File: src/hw/rtl/assert_macros.svh
// assertion macros shared by the rtl files
// expects a clock named clk and an active-low reset named arst_n in scope
`ifndef ASSERT_MACROS_SVH
`define ASSERT_MACROS_SVH

// overlapping implication, checked outside reset
`define ASSERT_IMPL(label, ante, cons) \
	label: assert property (@(posedge clk) disable iff (!arst_n) (ante) |-> (cons)) \
		else $error("assertion failed");

// next-cycle implication, checked outside reset
`define ASSERT_NEXT(label, ante, cons) \
	label: assert property (@(posedge clk) disable iff (!arst_n) (ante) |=> (cons)) \
		else $error("assertion failed");

`endif

File: src/hw/rtl/gctt_pkg.sv
// shared types, register indexes and character tables of the console text transcoder
// no dependencies
package gctt_pkg;

	localparam int TABLE_SIZE = 96;
	localparam int TABLE_IDX_W = $clog2(TABLE_SIZE);

	localparam logic [7:0] LINE_FEED = 8'h0A;
	localparam logic [7:0] ASCII_UNKNOWN = 8'h3F;
	localparam logic [15:0] REPLACEMENT = 16'hFFFD;
	localparam logic [7:0] NL_CODE_A = 8'o214;
	localparam logic [7:0] NL_CODE_B = 8'o175;

	// configuration register indexes
	localparam logic REG_UNICODE_MODE = 1'b0;
	localparam logic REG_TERMINATE_LINES = 1'b1;

	// bytes of one input code, byte 0 sent first, last is the index of the final byte
	typedef struct packed {
		logic [3:0][7:0] bytes;
		logic [1:0] last;
	} run_t;

	localparam logic [15:0] UNI_TABLE [TABLE_SIZE] = '{
		16'h0030, 16'h0031, 16'h0032, 16'h0033, 16'h0034, 16'h0035, 16'h0036, 16'h0037,
		16'h0038, 16'h0039, 16'h002B, 16'h002D, 16'h002F, 16'h002C, 16'h002E, 16'h0020,
		16'h23E8, 16'h2191, 16'h0028, 16'h0029, 16'h00D7, 16'h003D, 16'h003B, 16'h005B,
		16'h005D, 16'h002A, 16'h2018, 16'h2019, 16'h2260, 16'h003C, 16'h003E, 16'h003A,
		16'h0410, 16'h0411, 16'h0412, 16'h0413, 16'h0414, 16'h0415, 16'h0416, 16'h0417,
		16'h0418, 16'h0419, 16'h041A, 16'h041B, 16'h041C, 16'h041D, 16'h041E, 16'h041F,
		16'h0420, 16'h0421, 16'h0422, 16'h0423, 16'h0424, 16'h0425, 16'h0426, 16'h0427,
		16'h0428, 16'h0429, 16'h042B, 16'h042C, 16'h042D, 16'h042E, 16'h042F, 16'h0044,
		16'h0046, 16'h0047, 16'h0049, 16'h004A, 16'h004C, 16'h004E, 16'h0051, 16'h0052,
		16'h0053, 16'h0055, 16'h0056, 16'h0057, 16'h005A, 16'h203E, 16'h2A7D, 16'h2A7E,
		16'h2228, 16'h2227, 16'h2283, 16'h00AC, 16'h00F7, 16'h2261, 16'h0025, 16'h25C7,
		16'h007C, 16'h2015, 16'h005F, 16'h0021, 16'h0022, 16'h042A, 16'h00B0, 16'h2032
	};

	localparam logic [7:0] ASC_TABLE [TABLE_SIZE] = '{
		8'h30, 8'h31, 8'h32, 8'h33, 8'h34, 8'h35, 8'h36, 8'h37,
		8'h38, 8'h39, 8'h2B, 8'h2D, 8'h2F, 8'h2C, 8'h2E, 8'h20,
		8'h3F, 8'h40, 8'h28, 8'h29, 8'h3F, 8'h3D, 8'h3B, 8'h5B,
		8'h5D, 8'h2A, 8'h60, 8'h27, 8'h23, 8'h3C, 8'h3E, 8'h3A,
		8'h41, 8'h3F, 8'h42, 8'h3F, 8'h3F, 8'h45, 8'h3F, 8'h3F,
		8'h3F, 8'h3F, 8'h4B, 8'h3F, 8'h4D, 8'h48, 8'h4F, 8'h3F,
		8'h50, 8'h43, 8'h54, 8'h59, 8'h3F, 8'h58, 8'h3F, 8'h3F,
		8'h3F, 8'h3F, 8'h3F, 8'h3F, 8'h3F, 8'h3F, 8'h3F, 8'h44,
		8'h46, 8'h47, 8'h49, 8'h4A, 8'h4C, 8'h4E, 8'h51, 8'h52,
		8'h53, 8'h55, 8'h56, 8'h57, 8'h5A, 8'h5E, 8'h3F, 8'h3F,
		8'h3F, 8'h26, 8'h3F, 8'h7E, 8'h3F, 8'h3F, 8'h25, 8'h3F,
		8'h7C, 8'h3F, 8'h5F, 8'h21, 8'h22, 8'h3F, 8'h3F, 8'h3F
	};

endpackage

File: src/hw/rtl/gost_console_text_transcoder.sv
// console code to byte stream transcoder, top level
// path: an accepted code waits in the input register until the serializer is free or sends
// its last byte, then it is loaded into the serializer, which offers its first byte
// throughput: one byte per cycle on the output while out_stall is low; a code makes 1 to 4
// bytes, sent by the byte serializer; input register takes a code a cycle unless in_stall
// reset: arst_n clears all valid flags and both configuration registers to zero
// depends on gctt_pkg, gctt_encoder and assert_macros.svh
`include "assert_macros.svh"
module gost_console_text_transcoder import gctt_pkg::*; (
	input  logic       clk,
	input  logic       arst_n,
	input  logic       cfg_we,
	input  logic       cfg_addr,
	input  logic       cfg_wdata,
	input  logic       in_valid,
	output logic       in_stall,
	input  logic [7:0] gost_code,
	input  logic       end_of_record,
	output logic       out_valid,
	input  logic       out_stall,
	output logic [7:0] out_byte,
	output logic       last_of_run
);

	logic unicode_mode_q;
	logic terminate_lines_q;

	run_t enc_run;
	run_t run_s1;
	logic valid_s1;
	run_t cur_q;
	logic cur_valid_q;
	logic [1:0] idx_q;

	logic in_fire;
	logic out_fire;
	logic cur_done;
	logic cur_free;
	logic advance;

	always_ff @(posedge clk or negedge arst_n) begin
		if (!arst_n) begin
			unicode_mode_q <= 1'b0;
			terminate_lines_q <= 1'b0;
		end else if (cfg_we) begin
			case (cfg_addr)
				REG_UNICODE_MODE:    unicode_mode_q <= cfg_wdata;
				REG_TERMINATE_LINES: terminate_lines_q <= cfg_wdata;
				default: ;
			endcase
		end
	end

	gctt_encoder u_encoder (
		.gost_code       (gost_code),
		.end_of_record   (end_of_record),
		.unicode_mode    (unicode_mode_q),
		.terminate_lines (terminate_lines_q),
		.run             (enc_run)
	);

	assign out_fire = cur_valid_q && !out_stall;
	assign cur_done = out_fire && (idx_q == cur_q.last);
	assign cur_free = !cur_valid_q || cur_done;
	assign advance = valid_s1 && cur_free;
	assign in_stall = valid_s1 && !cur_free;
	assign in_fire = in_valid && !in_stall;

	// input register, holds one encoded transaction while the serializer is busy
	always_ff @(posedge clk or negedge arst_n) begin
		if (!arst_n) begin
			valid_s1 <= 1'b0;
		end else if (in_fire) begin
			valid_s1 <= 1'b1;
		end else if (advance) begin
			valid_s1 <= 1'b0;
		end
	end

	always_ff @(posedge clk) begin
		if (in_fire) begin
			run_s1 <= enc_run;
		end
	end

	// byte serializer
	always_ff @(posedge clk or negedge arst_n) begin
		if (!arst_n) begin
			cur_valid_q <= 1'b0;
			idx_q <= 2'd0;
		end else if (advance) begin
			cur_valid_q <= 1'b1;
			idx_q <= 2'd0;
		end else if (cur_done) begin
			cur_valid_q <= 1'b0;
		end else if (out_fire) begin
			idx_q <= idx_q + 2'd1;
		end
	end

	always_ff @(posedge clk) begin
		if (advance) begin
			cur_q <= run_s1;
		end
	end

	assign out_valid = cur_valid_q;
	assign out_byte = cur_q.bytes[idx_q];
	assign last_of_run = (idx_q == cur_q.last);

	`ASSERT_IMPL(a_idx_in_run, cur_valid_q, idx_q <= cur_q.last)
	`ASSERT_IMPL(a_stall_only_full, in_stall, valid_s1 && cur_valid_q)
	`ASSERT_NEXT(a_advance_starts, advance, cur_valid_q && idx_q == 2'd0)
	`ASSERT_NEXT(a_s1_holds, valid_s1 && !cur_free, valid_s1 && $stable(run_s1))

endmodule

File: src/hw/rtl/gctt_encoder.sv
// combinational encoder: one console code to its run of output bytes
// depends on gctt_pkg
module gctt_encoder import gctt_pkg::*; (
	input  logic [7:0] gost_code,
	input  logic       end_of_record,
	input  logic       unicode_mode,
	input  logic       terminate_lines,
	output run_t       run
);

	logic                   is_newline;
	logic                   in_table;
	logic [TABLE_IDX_W-1:0] tidx;
	logic [15:0]            cp;
	logic [3:0][7:0]        base;
	logic [1:0]             base_last;
	logic                   add_lf;

	assign is_newline = (gost_code == NL_CODE_A) || (gost_code == NL_CODE_B);
	assign in_table = gost_code < 8'(TABLE_SIZE);
	assign tidx = gost_code[TABLE_IDX_W-1:0];
	assign cp = in_table ? UNI_TABLE[tidx] : REPLACEMENT;
	assign add_lf = end_of_record && terminate_lines && !is_newline;

	always_comb begin
		base = '0;
		base_last = 2'd0;
		if (is_newline) begin
			base[0] = LINE_FEED;
		end else if (unicode_mode) begin
			if (cp <= 16'h007F) begin
				base[0] = cp[7:0];
			end else if (cp <= 16'h07FF) begin
				base[0] = {3'b110, cp[10:6]};
				base[1] = {2'b10, cp[5:0]};
				base_last = 2'd1;
			end else begin
				base[0] = {4'b1110, cp[15:12]};
				base[1] = {2'b10, cp[11:6]};
				base[2] = {2'b10, cp[5:0]};
				base_last = 2'd2;
			end
		end else begin
			base[0] = in_table ? ASC_TABLE[tidx] : ASCII_UNKNOWN;
		end
	end

	// record-end line feed goes right after the character bytes
	always_comb begin
		run.bytes = base;
		run.last = base_last;
		if (add_lf) begin
			run.bytes[base_last + 2'd1] = LINE_FEED;
			run.last = base_last + 2'd1;
		end
	end

endmodule

File: config.mk
export PLATFORM = sky130hd
export DESIGN_NAME = gost_console_text_transcoder
export DESIGN_NICKNAME = d
export VERILOG_FILES = /design/src/hw/rtl/gctt_pkg.sv /design/src/hw/rtl/gost_console_text_transcoder.sv /design/src/hw/rtl/gctt_encoder.sv
export VERILOG_INCLUDE_DIRS = /design/src /design/src/hw/rtl
export SDC_FILE = /design/constraint.sdc
export NUM_CORES = 1
export LEC_CHECK = 0
export BUFFER_PORTS_ARGS = -buffer_cell sky130_fd_sc_hd__clkbuf_2
export CORE_MARGIN = 4
export CORE_UTILIZATION = 40
export CTS_CLUSTER_DIAMETER = 200
export CTS_CLUSTER_SIZE = 14
export DETAILED_ROUTE_END_ITERATION = 8
export PLACE_DENSITY = 0.64
export SLEW_MARGIN = 30
export SYNTH_ARGS = -nofsm -noshare
export SYNTH_HDL_FRONTEND = slang
export SYNTH_SLANG_ARGS = --single-unit
File: constraint.sdc
create_clock -name clk -period 2.2 [get_ports clk]
set_input_delay 0.55 -clock clk [delete_from_list [all_inputs] [get_ports clk]]
set_output_delay 0.55 -clock clk [all_outputs]
set_load 0.02 [all_outputs]
After elaboration in Yosys (flattened, before gate mapping)
Memories as Yosys holds them, arrays and structs flattened. Index checks and enable logic that the tools add are counted.

Multiplexer cells: 30. Equal/unequal tests: 4. Add/subtract/negate cells: 2. Reduce and logical (&&, ||, !) cells: 21. Magnitude comparators: 7. Bitwise operators: 5.

Operators by type and width (number): $mux 16 (6); $mux 8 (9); $mux 26 (1); $and 18x24->24 (1); $not 24->24 (1); $bmux 8 s2 (1); $demux 8 s2 (1); $le 16x11->1 const B (1); $le 16x7->1 const B (1); $mux 14 (1); $mux 2 (7); $eq 8x7->1 const B (1); $eq 8x8->1 const B (1); $ge 8x8->1 const B (1); $logic_and 1x1->1 (8); $lt 8x7->1 const B (1); $not 7->8 (1); $or 6x8->8 (1); $lt 2x3->1 const B (2); $reduce_and 2->1 (3); $reduce_bool 2->1 (3); $logic_not 1->1 (5); $add 2x1->2 const B (2); $mux 1 (4); other kinds (5) (6).

Flip-flop bits (word level): 74. Memories kept: 2. Memory bits (read-only): 3072. Output and inout bits: 11.

Memory list: (no name shown) (words 128, bits a word 16, read ports 1, clocked after Yosys merged registers in 0, write ports 0, RTL line gctt_encoder.sv:22) `assign cp = in_table ? UNI_TABLE[tidx] : REPLACEMENT;`; (no name shown) (words 128, bits a word 8, read ports 1, clocked after Yosys merged registers in 0, write ports 0, RTL line gctt_encoder.sv:44) `base[0] = in_table ? ASC_TABLE[tidx] : ASCII_UNKNOWN;`.

Depth between registers and ports, before layout
Gate-level depths: netlist of run 1.

Depth in word-level cells: 18. Mapped depth: 16. Gate-level depth less buffers: 12.

Cells and area by module
A second synthesis of run 1 with hierarchy kept.

Cell total of the unflattened synthesis: 503. Area, all modules: 5272.6 sq um.

By module, submodules not included: gctt_encoder (area each 2677.6 sq um, instances 1, sequential area each 0.0 sq um, cells an instance 392); gost_console_text_transcoder (area each 2595.0 sq um, instances 1, sequential area each 2192.1 sq um, cells an instance 111).

Worst setup path before layout of run 1
OpenSTA, ideal clock, no wires.

Path kind: input port to flip-flop. From: in gost_code[2]. To: reg run_s1[12] in the netlist's numbering, data pin. Path buffers: 4. Slack: -1.624 ns. Stages: 16. Data arrival time: 3.654 ns. Data required time: 2.030 ns. Path through: buf_4 > buf_4 > inv_1 > clkbuf_1 > ha_1 > or3b_1 > o21ai_0 > nand3_1 > and4_1 > buf_2 > nor3_2 > inv_1 > ha_1 > and2_1 > a211o_4 > a311oi_2.

RTL lines: start: declaration (RTL line gost_console_text_transcoder.sv:17) `input logic [7:0] gost_code,`; end signal: assignment (RTL line gost_console_text_transcoder.sv:82) `run_s1 <= enc_run;`; end: declaration (RTL line gost_console_text_transcoder.sv:29) `run_t run_s1;`.

==> impl_metrics.json, run 1 <==
{
  "run_status": "finished, violations left",
  "failing_checks": "setup timing",
  "half_perimeter_wire_length_of_the_detailed_placement_result_microns": 12100,
  "gp_congestion": 0.9478,
  "overflow_left_after_global_routing": 0,
  "cts-htree-levels": 2,
  "cellLeakagePower_nw": 2.616,
  "ir_drop_mv": 0.8301,
  "cts_tree": "done",
  "p_int_mw": 2.662,
  "drtPass1Iterations": 8,
  "die_h_microns": 113.4,
  "top_level_ports": 27,
  "start_util": 0.4101,
  "nNetsFinal": 673,
  "design.die.area_sq_mm": 0.01286,
  "layoutNonFillerInstCount": 781,
  "synth_warnings": 0,
  "critical_path.most_common_cell": "sky130_fd_sc_hd__buf_6",
  "residual_antenna_violating_net_count_after_detailed_routing": 0,
  "number_of_cells_produced_by_synthesis": 487,
  "routed_via_density": 5.782,
  "detailedRoute.firstIterationViolations": 343,
  "critPathMaxStageDelay_ps": 340,
  "setup.worst_path.end_class": "flop",
  "post_route_cells_drive_above_1_share": 0.4275,
  "netSwitchingFraction": 0.3674,
  "grt_start_max_net_pins": 38,
  "floorplan.die.width_microns": 113.4,
  "cp_max_fo": 7,
  "global_route.usage.total": 0.2506,
  "routed-via-count": 4516,
  "post-place-ws_ps": -1166,
  "comb_power_share": 0.479,
  "post-route-period-util": 1.243,
  "wl_met2_microns": 8075,
  "route.top_layer_used": "met4",
  "synth.yosys.seq_area_share": 0.3715,
  "cp.arrival_ps": 2790,
  "timing.critical_path.required_ps": 2250,
  "timing.critical_path.cells": "clkbuf_16 -> buf_6 -> ha_2 -> mux2i_1 -> o32a_1 -> nand4b_1 -> buf_6 -> nor2b_4 -> ha_4 -> a32oi_4 -> nand2_2 -> a2111oi_4 -> a41oi_1",
  "timing.fmax_ghz": 0.3656,
  "clock_power_share": 0.130,
  "synthesis.area_sq_mm": 0.004446,
  "clock_sinks": 56,
  "wl_met1_microns": 6280,
  "antenna_found_initial": 0,
  "clock_transition_at_the_register_clock_pins_on_the_worst_setup_and_hold_paths_after_cts_ps": 90,
  "max_slew_margin": 0.6352,
  "grt_first_pass_wirelength_microns": 25010,
  "post_synthesis_async_set_or_reset_flop_share": 0.1071,
  "number_of_cts_inserted_buffers": 5,
  "final.setup_skew_ps": 6.413,
  "number_of_global_route_vias_before_repair": 4573,
  "wl_met3_microns": 762,
  "grt_setup_unrepaired": "true",
  "synthDistinctLibCells": 80,
  "synth-seq-cells": 56,
  "avgSynthCellArea_sq_um": 9.128,
  "fin_ws_ps": -535.2,
  "hold_viol_final": 0,
  "synth_top_flop_cell": "sky130_fd_sc_hd__edfxtp_1",
  "power_frac_seq": 0.391,
  "timing.critical_path.slowest_stage_cell": "sky130_fd_sc_hd__a2111oi_4",
  "wl_per_cell_microns": 20.53,
  "fp-row-count": 38,
  "port_buffers": 26,
  "core_area_sq_mm": 0.01084,
  "clk_path_buf_depth": 2,
  "synth_nets": 520,
  "worst_skew_pair_latency_ps": 310,
  "max_cap_violations": 0,
  "power_density_mw_per_mm2": 657.0,
  "tightest_slew_ps": 533.5,
  "sw_power_mw": 1.546,
  "drt-total-wl_microns": 16040,
  "antenna_cells_inserted": 0,
  "final_core_util": 0.5908,
  "area_growth_syn_to_fin_pct": 44.08,
  "min_path_type": "primary input to async pin",
  "critPathKind": "primary input to flop",
  "setup.reg_to_reg.worst_slack_ps": 220,
  "setup_violations_final": 25,
  "timing.critical_path.from_type": "primary input",
  "drcViolationCount": 0,
  "final_period_minus_worst_setup_slack_ps": 2735,
  "clockRootBuffer": "sky130_fd_sc_hd__clkbuf_8",
  "placedCellCount": 744,
  "final-max-slew-violation-count": 0,
  "synth_edf_count": 50
}
state kept, by name, summed over array words and instances (netlist names):
signal / count
cur_q: 25
idx_q: 2
out_valid: 1
run_s1: 25
terminate_lines_q: 1
unicode_mode_q: 1
valid_s1: 1
cells in the final DEF (no fill, tap or decap), types with 4 or more instances in the layout:
cell type	instances
sky130_fd_sc_hd__nor3_1	6
sky130_fd_sc_hd__o211a_1	4
sky130_fd_sc_hd__nor2_1	21
sky130_fd_sc_hd__o31ai_1	4
sky130_fd_sc_hd__buf_6	16
sky130_fd_sc_hd__a211oi_1	7
sky130_fd_sc_hd__or3_1	4
sky130_fd_sc_hd__clkbuf_8	7
sky130_fd_sc_hd__o21a_1	5
sky130_fd_sc_hd__dfrtp_1	6
sky130_fd_sc_hd__and3_1	5
sky130_fd_sc_hd__edfxtp_1	50
sky130_fd_sc_hd__a31oi_1	5
sky130_fd_sc_hd__buf_4	143
sky130_fd_sc_hd__o21ai_1	5
sky130_fd_sc_hd__o21ai_0	34
sky130_fd_sc_hd__inv_2	5
sky130_fd_sc_hd__a21o_1	6
sky130_fd_sc_hd__mux2i_1	11
sky130_fd_sc_hd__nand2b_1	18
sky130_fd_sc_hd__nand3_1	8
sky130_fd_sc_hd__a21oi_1	24
sky130_fd_sc_hd__ha_4	10
sky130_fd_sc_hd__inv_1	9
sky130_fd_sc_hd__nand2_1	42
sky130_fd_sc_hd__clkbuf_2	20
sky130_fd_sc_hd__nor2b_1	17
sky130_fd_sc_hd__nand2_2	4
sky130_fd_sc_hd__a311oi_1	5
sky130_fd_sc_hd__o211ai_1	7
sky130_fd_sc_hd__and2_1	5
sky130_fd_sc_hd__ha_1	6
synth_stat cells, drive strengths merged, types with 4 or more instances:
library cell  count  area [sq um]
a21oi            25         125.1
edfxtp           50          1501
ha               17         212.7
mux2i            12         120.1
o21ai            44         220.2
clkbuf           17         65.06
o22ai             4         25.02
dfrtp             6         150.1
a221oi            4         35.03
a31oi             5         31.28
nand2b           18         112.6
o31ai             4         30.03
nor2b            21         138.9
nor3              9         50.05
nor2             24         90.09
a211oi            9         72.57
o211ai            7         52.55
buf              25         140.1
and3              5         31.28
and2              7         43.79
o21a              5         37.54
or3b              4         35.04
nand3             9         45.04
or3               4         25.02
a21o              6         45.04
nand2            48         180.2
inv              18         67.56
a311oi            6         58.80
o211a             4         40.04
final timing paths:
path / start / to / depth (start not counted)
worst min-delay path: arst_n / unicode_mode_q / 1
worst max register to register: unicode_mode_q / run_s1[12] / 9
worst min register to register: run_s1[23] / cur_q[23] / 0
min in group clk: run_s1[23] / cur_q[23] / 0
worst max-delay path: gost_code[1] / run_s1[3] / 13
max in group asynchronous: arst_n / idx_q[1] / 1
what timing repair did:
| item | CTS | global route |
|---|---|---|
| buffers inserted | 20 | 9 |
| gates cloned | 1 | 0 |
| pin swaps | 26 | 13 |
| endpoints found under the setup margin | 26 | 33 |
| hold buffers | 0 | 0 |
| resized for setup | 81 | 26 |
| hold endpoints to repair | 0 | 0 |
worst max-delay path: cells and delay by family:
kind	cells	cell delay [ps]
AOI/OAI and AO/OA	4	900
muxes	1	190
adders and majority gates	2	340
buffers and inverters	3	420
and+or+nand+nor	3	380
stage by stage:
stage / TNS, ps / cell area [sq um] / power [mW] / hold slack, ps
2_1_floorplan: -20180 / 4564 / 2.656 / 254.4
3_3_place_gp: -22860 / 5648 / 3.300 / 382.3
3_5_place_dp: -24350 / 5648 / 3.378 / 391.7
4_1_cts: -7101 / 6235 / 4.080 / 38.19
5_1_grt: -9872 / 6405 / 4.465 / 38.56
6_report: -8547 / 6405 / 4.208 / 50.19
power groups by stage:
stage / clock network [mW] / logic [mW] / registers [mW]
2_1_floorplan: 0 / 1.03 / 1.62
3_3_place_gp: 0 / 1.67 / 1.63
3_5_place_dp: 0 / 1.72 / 1.66
4_1_cts: 0.576 / 1.86 / 1.65
5_1_grt: 0.625 / 2.17 / 1.67
6_report: 0.546 / 2.02 / 1.65
final cells by class:
cell class | count | area (sq um)
timing repair buffer | 188 | 1519
clock inverter | 2 | 12.51
inverter | 19 | 88.84
sequential | 56 | 1652
multi-input combinational | 370 | 2885
tap | 140 | 175.2
clock buffer | 6 | 72.57
fill | 954 | 4436
layer usage:
layer / track usage / vias to the layer above
met5: 0 / -
met4: 0.1338 / 0
met3: 0.02865 / 57
met2: 0.4502 / 150
met1: 0.2919 / 2176
li1: - / 2133
kinds of logic (layout without fill, tap and decap cells):
kind of cell	after synthesis	in the layout	synth area share
AOI/OAI and AO/OA	163	163	0.2575
xor gates and xnor gates	2	2	0.003941
adders and majority gates	17	17	0.04785
buffers and inverters	61	215	0.06220
DFF	56	56	0.3715
muxes	18	18	0.04982
and+or+nand+nor	170	170	0.2072
No activity file was read; power rests on OpenSTA's default activity.
==> run 2: changes to the inputs <==
Settings changed: MAX_ROUTING_LAYER from default to met4.
==> run 2 against run 1 <==
  * The run still ends with setup timing left
  * Routed wire length about the same
  * Hold slack improved by 0.64 ps
  * Critical path depth increased by 3
  * Sequential share of layout area decreased by 0.25 points
  * First-iteration DRC count increased by 18%
  * Setup slack got worse by 57 ps
  * Non-clock buffer count increased by 8
  * Clock skew increased by 1.8 ps
  * Cell count increased by 1.0%
  * Clock power increased by 22%
  * Count of clock-buffer cells in the layout decreased by 1
  * Register-to-register slack got worse by 110 ps
  * Largest cell class unchanged
  * Highest routed layer unchanged
==> impl_metrics.json, run 2 (synthesis gave the netlist of run 1 again) <==
{
  "final_period_minus_worst_setup_slack_ps": 2792,
  "clk_path_buf_depth": 2,
  "cts_tree": "done",
  "top_level_ports": 27,
  "grt_first_pass_wirelength_microns": 24880,
  "design.die.area_sq_mm": 0.01286,
  "biggestRegsByFlops": "cur_q: 25 flops, run_s1: 25 flops, idx_q: 2 flops",
  "r2r-end": "run_s1[14]",
  "clockRootBuffer": "sky130_fd_sc_hd__clkbuf_8",
  "routed-via-count": 4599,
  "cellLeakagePower_nw": 2.661,
  "final-max-slew-violation-count": 0,
  "layout_common_cells": "147 x sky130_fd_sc_hd__buf_4, 50 x sky130_fd_sc_hd__edfxtp_1, 41 x sky130_fd_sc_hd__nand2_1, 37 x sky130_fd_sc_hd__o21ai_0, 25 x sky130_fd_sc_hd__a21oi_1",
  "hold_viol_final": 0,
  "core_area_sq_mm": 0.01084,
  "overflow_left_after_global_routing": 0,
  "run_status": "finished, violations left",
  "area_growth_syn_to_fin_pct": 45.51,
  "tightest_slew_ps": 596.6,
  "pwr_total_mw": 4.284,
  "timing.fmax_ghz": 0.3582,
  "die_h_microns": 113.4,
  "final.setup_skew_ps": 8.231,
  "fp-row-count": 38,
  "routed_via_density": 5.829,
  "gp_congestion": 0.9686,
  "post-route-period-util": 1.269,
  "grt_start_max_net_pins": 36,
  "number_of_global_route_vias_before_repair": 4503,
  "setup_violations_final": 25,
  "worst_skew_pair_latency_ps": 310,
  "clock_transition_at_the_register_clock_pins_on_the_worst_setup_and_hold_paths_after_cts_ps": 100,
  "post_route_cells_drive_above_1_share": 0.4376,
  "half_perimeter_wire_length_of_the_detailed_placement_result_microns": 11950,
  "setup.reg_to_reg.worst_slack_ps": 110,
  "global_route.usage.total": 0.2543,
  "cp.arrival_ps": 2960,
  "number_of_cts_inserted_buffers": 5,
  "fin_ws_ps": -591.7,
  "drtPass1Iterations": 5,
  "detailedRoute.firstIterationViolations": 404,
  "crit-reg2reg-launch": "unicode_mode_q",
  "antenna_cells_inserted": 0,
  "clock_sinks": 56,
  "timing.critical_path.required_ps": 2370,
  "setup.worst_path.end_class": "flop",
  "wl_per_cell_microns": 20.31,
  "power_density_mw_per_mm2": 662.3,
  "ir_drop_mv": 0.7033,
  "max_slew_margin": 0.5981,
  "start_util": 0.4101,
  "timing.critical_path.from_type": "primary input",
  "ff_to_ff_path_depth": 10,
  "residual_antenna_violating_net_count_after_detailed_routing": 0,
  "cp_max_fo": 5,
  "critPathKind": "primary input to flop",
  "floorplan.die.width_microns": 113.4,
  "max_cap_violations": 0,
  "grt_setup_unrepaired": "true",
  "post-place-ws_ps": -1129,
  "drt-total-wl_microns": 16030,
  "failing_checks": "setup timing",
  "layout_commonest_cell": "sky130_fd_sc_hd__buf_4",
  "min_path_type": "primary input to async pin",
  "num-fill-cells": 955,
  "drcViolationCount": 0,
  "port_buffers": 26,
  "nNetsFinal": 681,
  "cts-htree-levels": 2,
  "antenna_found_initial": 0
}
==> run 2: cell count changes in the layout (fill, tap and decap cells not counted), sizes merged <==
cell,before,now
buf,162,174
bufinv,0,1
clkbuf,32,27
==> run 2: repair_timing <==
action,4_1_cts,5_1_grt
buffers inserted,20,20
gates resized for setup,51,52
setup endpoints to repair,26,31
pin swaps,21,29
hold buffers,0,0
==> run 2: worst max-delay path by stage <==
stage	start	to	slack (ps)	cells after the start
floorplan	gost_code[2]	run_s1[12]	-1010	16
global placement	gost_code[1]	run_s1[3]	-1040	12
detailed placement	gost_code[1]	run_s1[5]	-1130	11
CTS	gost_code[1]	run_s1[12]	-610	14
global route	gost_code[1]	run_s1[3]	-690	13
finish	gost_code[1]	run_s1[8]	-590	16
==> run 2: cell type report <==
class / instances / area (sq um) / share of cell area
Sequential cell: 56 / 1652 / 0.2553
Inverter: 19 / 83.83 / 0.01296
Timing Repair Buffer: 196 / 1582 / 0.2445
Clock inverter: 3 / 42.54 / 0.006576
Multi-Input combinational cell: 370 / 2865 / 0.4429
Tap cell: 140 / 175.2 / 0.02708
Clock buffer: 5 / 68.82 / 0.01064
==> run 2: layer usage <==
metal	share of wire	GRT usage	wire length, microns	up-vias
li1	-	-	-	2159
met2	0.51	0.4459	8210	200
met1	0.40	0.3075	6374	2200
met4	0.039	0.09215	624	0
met3	0.051	0.02069	818	40
met5	0	-	0	-
==> run 2: stage by stage <==
stage,area [sq um],utilization,hold slack [ps],TNS [ps],std cells
floorplan,4564,-,254.4,-20180,487
global placement,5680,0.5240,382.4,-21340,745
detailed placement,5680,0.5240,392.6,-22900,745
CTS,6126,0.5651,47.87,-10010,772
global route,6469,0.5967,44.23,-11360,789
finish,6469,0.5967,50.83,-9915,789
==> run 2: worst max-delay path, stage by stage <==
cell	delay, ps
sky130_fd_sc_hd__clkbuf_16	120
sky130_fd_sc_hd__inv_8	40
sky130_fd_sc_hd__buf_6	120
sky130_fd_sc_hd__ha_4	150
sky130_fd_sc_hd__inv_1	90
sky130_fd_sc_hd__o21ai_1	100
sky130_fd_sc_hd__a221oi_2	290
sky130_fd_sc_hd__and4_4	280
sky130_fd_sc_hd__nor3_4	60
sky130_fd_sc_hd__ha_1	200
sky130_fd_sc_hd__a32oi_2	270
sky130_fd_sc_hd__nand2_1	140
sky130_fd_sc_hd__buf_4	160
sky130_fd_sc_hd__buf_4	130
sky130_fd_sc_hd__a31o_2	200
sky130_fd_sc_hd__o21ai_0	60
==> run 2: report_power, final <==
group	internal [mW]	total, mW	switching [mW]
combinational	0.872	1.97	1.10
sequential	1.53	1.65	0.115
clock	0.337	0.667	0.330
total	2.74	4.28	1.54
==> run 3: changes to the inputs <==
Settings changed: SETUP_SLACK_MARGIN from default to 0.2, SKIP_CTS_REPAIR_TIMING from default to 1.
==> run 3 against run 2 <==
  * Sequential share of layout area is 0.62 points lower
  * Routed wire length is 4.3% higher
  * Clock skew up 1.3 ps
  * The flow still finishes with violations (setup timing)
  * Global-route usage rose by 0.23 points
  * Setup slack better by 18 ps
  * Largest power group unchanged
  * Cell area rose by 2.6%
  * Die area did not move
==> impl_metrics.json, run 3 (synthesis gave the netlist of run 1 again) <==
{
  "gp_congestion": 0.9833,
  "clock_transition_at_the_register_clock_pins_on_the_worst_setup_and_hold_paths_after_cts_ps": 90,
  "hold_slack_ps": 54.83,
  "design.die.area_sq_mm": 0.01286,
  "pwr_total_mw": 4.773,
  "fin_ws_ps": -573.4,
  "die_h_microns": 113.4,
  "half_perimeter_wire_length_of_the_detailed_placement_result_microns": 12210,
  "final-max-slew-violation-count": 0,
  "setup.reg_to_reg.worst_slack_ps": 220,
  "worst_skew_pair_latency_ps": 310,
  "crit-reg2reg-launch": "unicode_mode_q",
  "final_period_minus_worst_setup_slack_ps": 2773,
  "detailedRoute.firstIterationViolations": 298,
  "grt_first_pass_wirelength_microns": 24970,
  "global_route.usage.total": 0.2566,
  "critPathKind": "primary input to flop",
  "max_cap_violations": 0,
  "timing.critical_path.required_ps": 2230,
  "clock_sinks": 56,
  "post_route_cells_drive_above_1_share": 0.4537,
  "drcViolationCount": 0,
  "floorplan.die.width_microns": 113.4,
  "clk_path_buf_depth": 2,
  "final_core_util": 0.6124,
  "clock_power_share": 0.160,
  "number_of_cts_inserted_buffers": 5,
  "cts_tree": "done",
  "port_buffers": 26,
  "grt_start_max_net_pins": 42,
  "routed_via_density": 5.849,
  "top_level_ports": 27,
  "routed-via-count": 4609,
  "nNetsFinal": 680,
  "sw_power_mw": 1.652,
  "post-route-period-util": 1.261,
  "layout_commonest_cell": "sky130_fd_sc_hd__buf_4",
  "failing_checks": "setup timing",
  "setup.worst_path.end_class": "flop",
  "cellLeakagePower_nw": 2.712,
  "tightest_slew_ps": 530.8,
  "layout_common_cells": "144 x sky130_fd_sc_hd__buf_4, 50 x sky130_fd_sc_hd__edfxtp_1, 40 x sky130_fd_sc_hd__nand2_1, 32 x sky130_fd_sc_hd__o21ai_0, 26 x sky130_fd_sc_hd__buf_6",
  "post-place-ws_ps": -1192,
  "cts-htree-levels": 2,
  "antenna_cells_inserted": 0,
  "max_slew_margin": 0.6461,
  "run_status": "finished, violations left",
  "residual_antenna_violating_net_count_after_detailed_routing": 0,
  "power_frac_seq": 0.347,
  "area_growth_syn_to_fin_pct": 49.34,
  "hold_viol_final": 0,
  "clockRootBuffer": "sky130_fd_sc_hd__clkbuf_8",
  "timing.critical_path.from_type": "primary input",
  "timing.fmax_ghz": 0.3606,
  "core_area_sq_mm": 0.01084,
  "power_density_mw_per_mm2": 718.9,
  "drt-total-wl_microns": 16720,
  "p_int_mw": 3.121,
  "ir_drop_mv": 0.8358,
  "fin_setup_tns_ps": -9830,
  "cp_max_fo": 5,
  "worst_setup_path_startpoint": "gost_code[1]",
  "wl_per_cell_microns": 21.22,
  "placedCellCount": 748,
  "final.setup_skew_ps": 9.518,
  "netSwitchingFraction": 0.3461,
  "number_of_global_route_vias_before_repair": 4627,
  "min_path_type": "primary input to async pin",
  "antenna_found_initial": 0,
  "cp.arrival_ps": 2810,
  "start_util": 0.4101,
  "setup_violations_final": 25,
  "overflow_left_after_global_routing": 0,
  "grt_setup_unrepaired": "true",
  "layoutNonFillerInstCount": 788,
  "comb_power_share": 0.493,
  "biggestRegsByFlops": "cur_q: 25 flops, run_s1: 25 flops, idx_q: 2 flops",
  "design_area_sq_mm": 0.006639,
  "drtPass1Iterations": 5,
  "dpl-instance-area_sq_mm": 0.005705,
  "fp-row-count": 38
}
-- run 3: changes by cell type in the layout (fill, tap and decap cells not counted), moves of 3 or more --
| cell | previous run | this run |
|---|---|---|
| sky130_fd_sc_hd__clkbuf_2 | 20 | 11 |
| sky130_fd_sc_hd__buf_6 | 16 | 26 |
| sky130_fd_sc_hd__buf_4 | 147 | 144 |
| sky130_fd_sc_hd__o21ai_0 | 37 | 32 |
-- run 3: area by class of cell --
| class | count | area (sq um) |
|---|---|---|
| clock inverter | 2 | 60.06 |
| tap | 140 | 175.2 |
| timing repair buffer | 195 | 1622 |
| fill | 894 | 4202 |
| multi-input combinational | 370 | 2957 |
| inverter | 19 | 98.84 |
| sequential | 56 | 1654 |
| clock buffer | 6 | 72.57 |
-- run 3: power groups by stage --
| stage | registers [mW] | clock network [mW] | logic, mW |
|---|---|---|---|
| floorplan | 1.62 | 0 | 1.04 |
| global placement | 1.62 | 0 | 1.68 |
| detailed placement | 1.66 | 0 | 1.74 |
| CTS | 1.64 | 0.782 | 1.74 |
| global route | 1.68 | 0.830 | 2.51 |
| finish | 1.66 | 0.764 | 2.35 |
-- run 3: final timing paths --
check | to | cells after the start
max in group asynchronous | idx_q[1] | 1
max | run_s1[3] | 14
min reg2reg | cur_q[6] | 0
min | idx_q[0] | 1
min in group clk | cur_q[6] | 0
max reg2reg | run_s1[12] | 9
-- run 3: critical path, stage by stage --
cell and delay, ps:
sky130_fd_sc_hd__buf_12 90, sky130_fd_sc_hd__clkinv_8 60, sky130_fd_sc_hd__buf_8 120, sky130_fd_sc_hd__ha_4 170, sky130_fd_sc_hd__mux2i_1 140, sky130_fd_sc_hd__o32a_1 220, sky130_fd_sc_hd__nand4b_1 160, sky130_fd_sc_hd__buf_4 180
sky130_fd_sc_hd__nor2b_4 140, sky130_fd_sc_hd__ha_4 160, sky130_fd_sc_hd__a32oi_4 220, sky130_fd_sc_hd__nand2_2 130, sky130_fd_sc_hd__a2111oi_4 370, sky130_fd_sc_hd__a41oi_2 80
-- run 3: routing by layer --
| layer | GRT usage | part of all wire | wire [microns] | vias to the layer above |
|---|---|---|---|---|
| met5 | - | 0 | 0 | - |
| met2 | 0.4506 | 0.53 | 8799 | 184 |
| li1 | - | - | - | 2161 |
| met3 | 0.01804 | 0.039 | 654 | 64 |
| met1 | 0.2960 | 0.38 | 6369 | 2200 |
| met4 | 0.1298 | 0.054 | 895 | 0 |
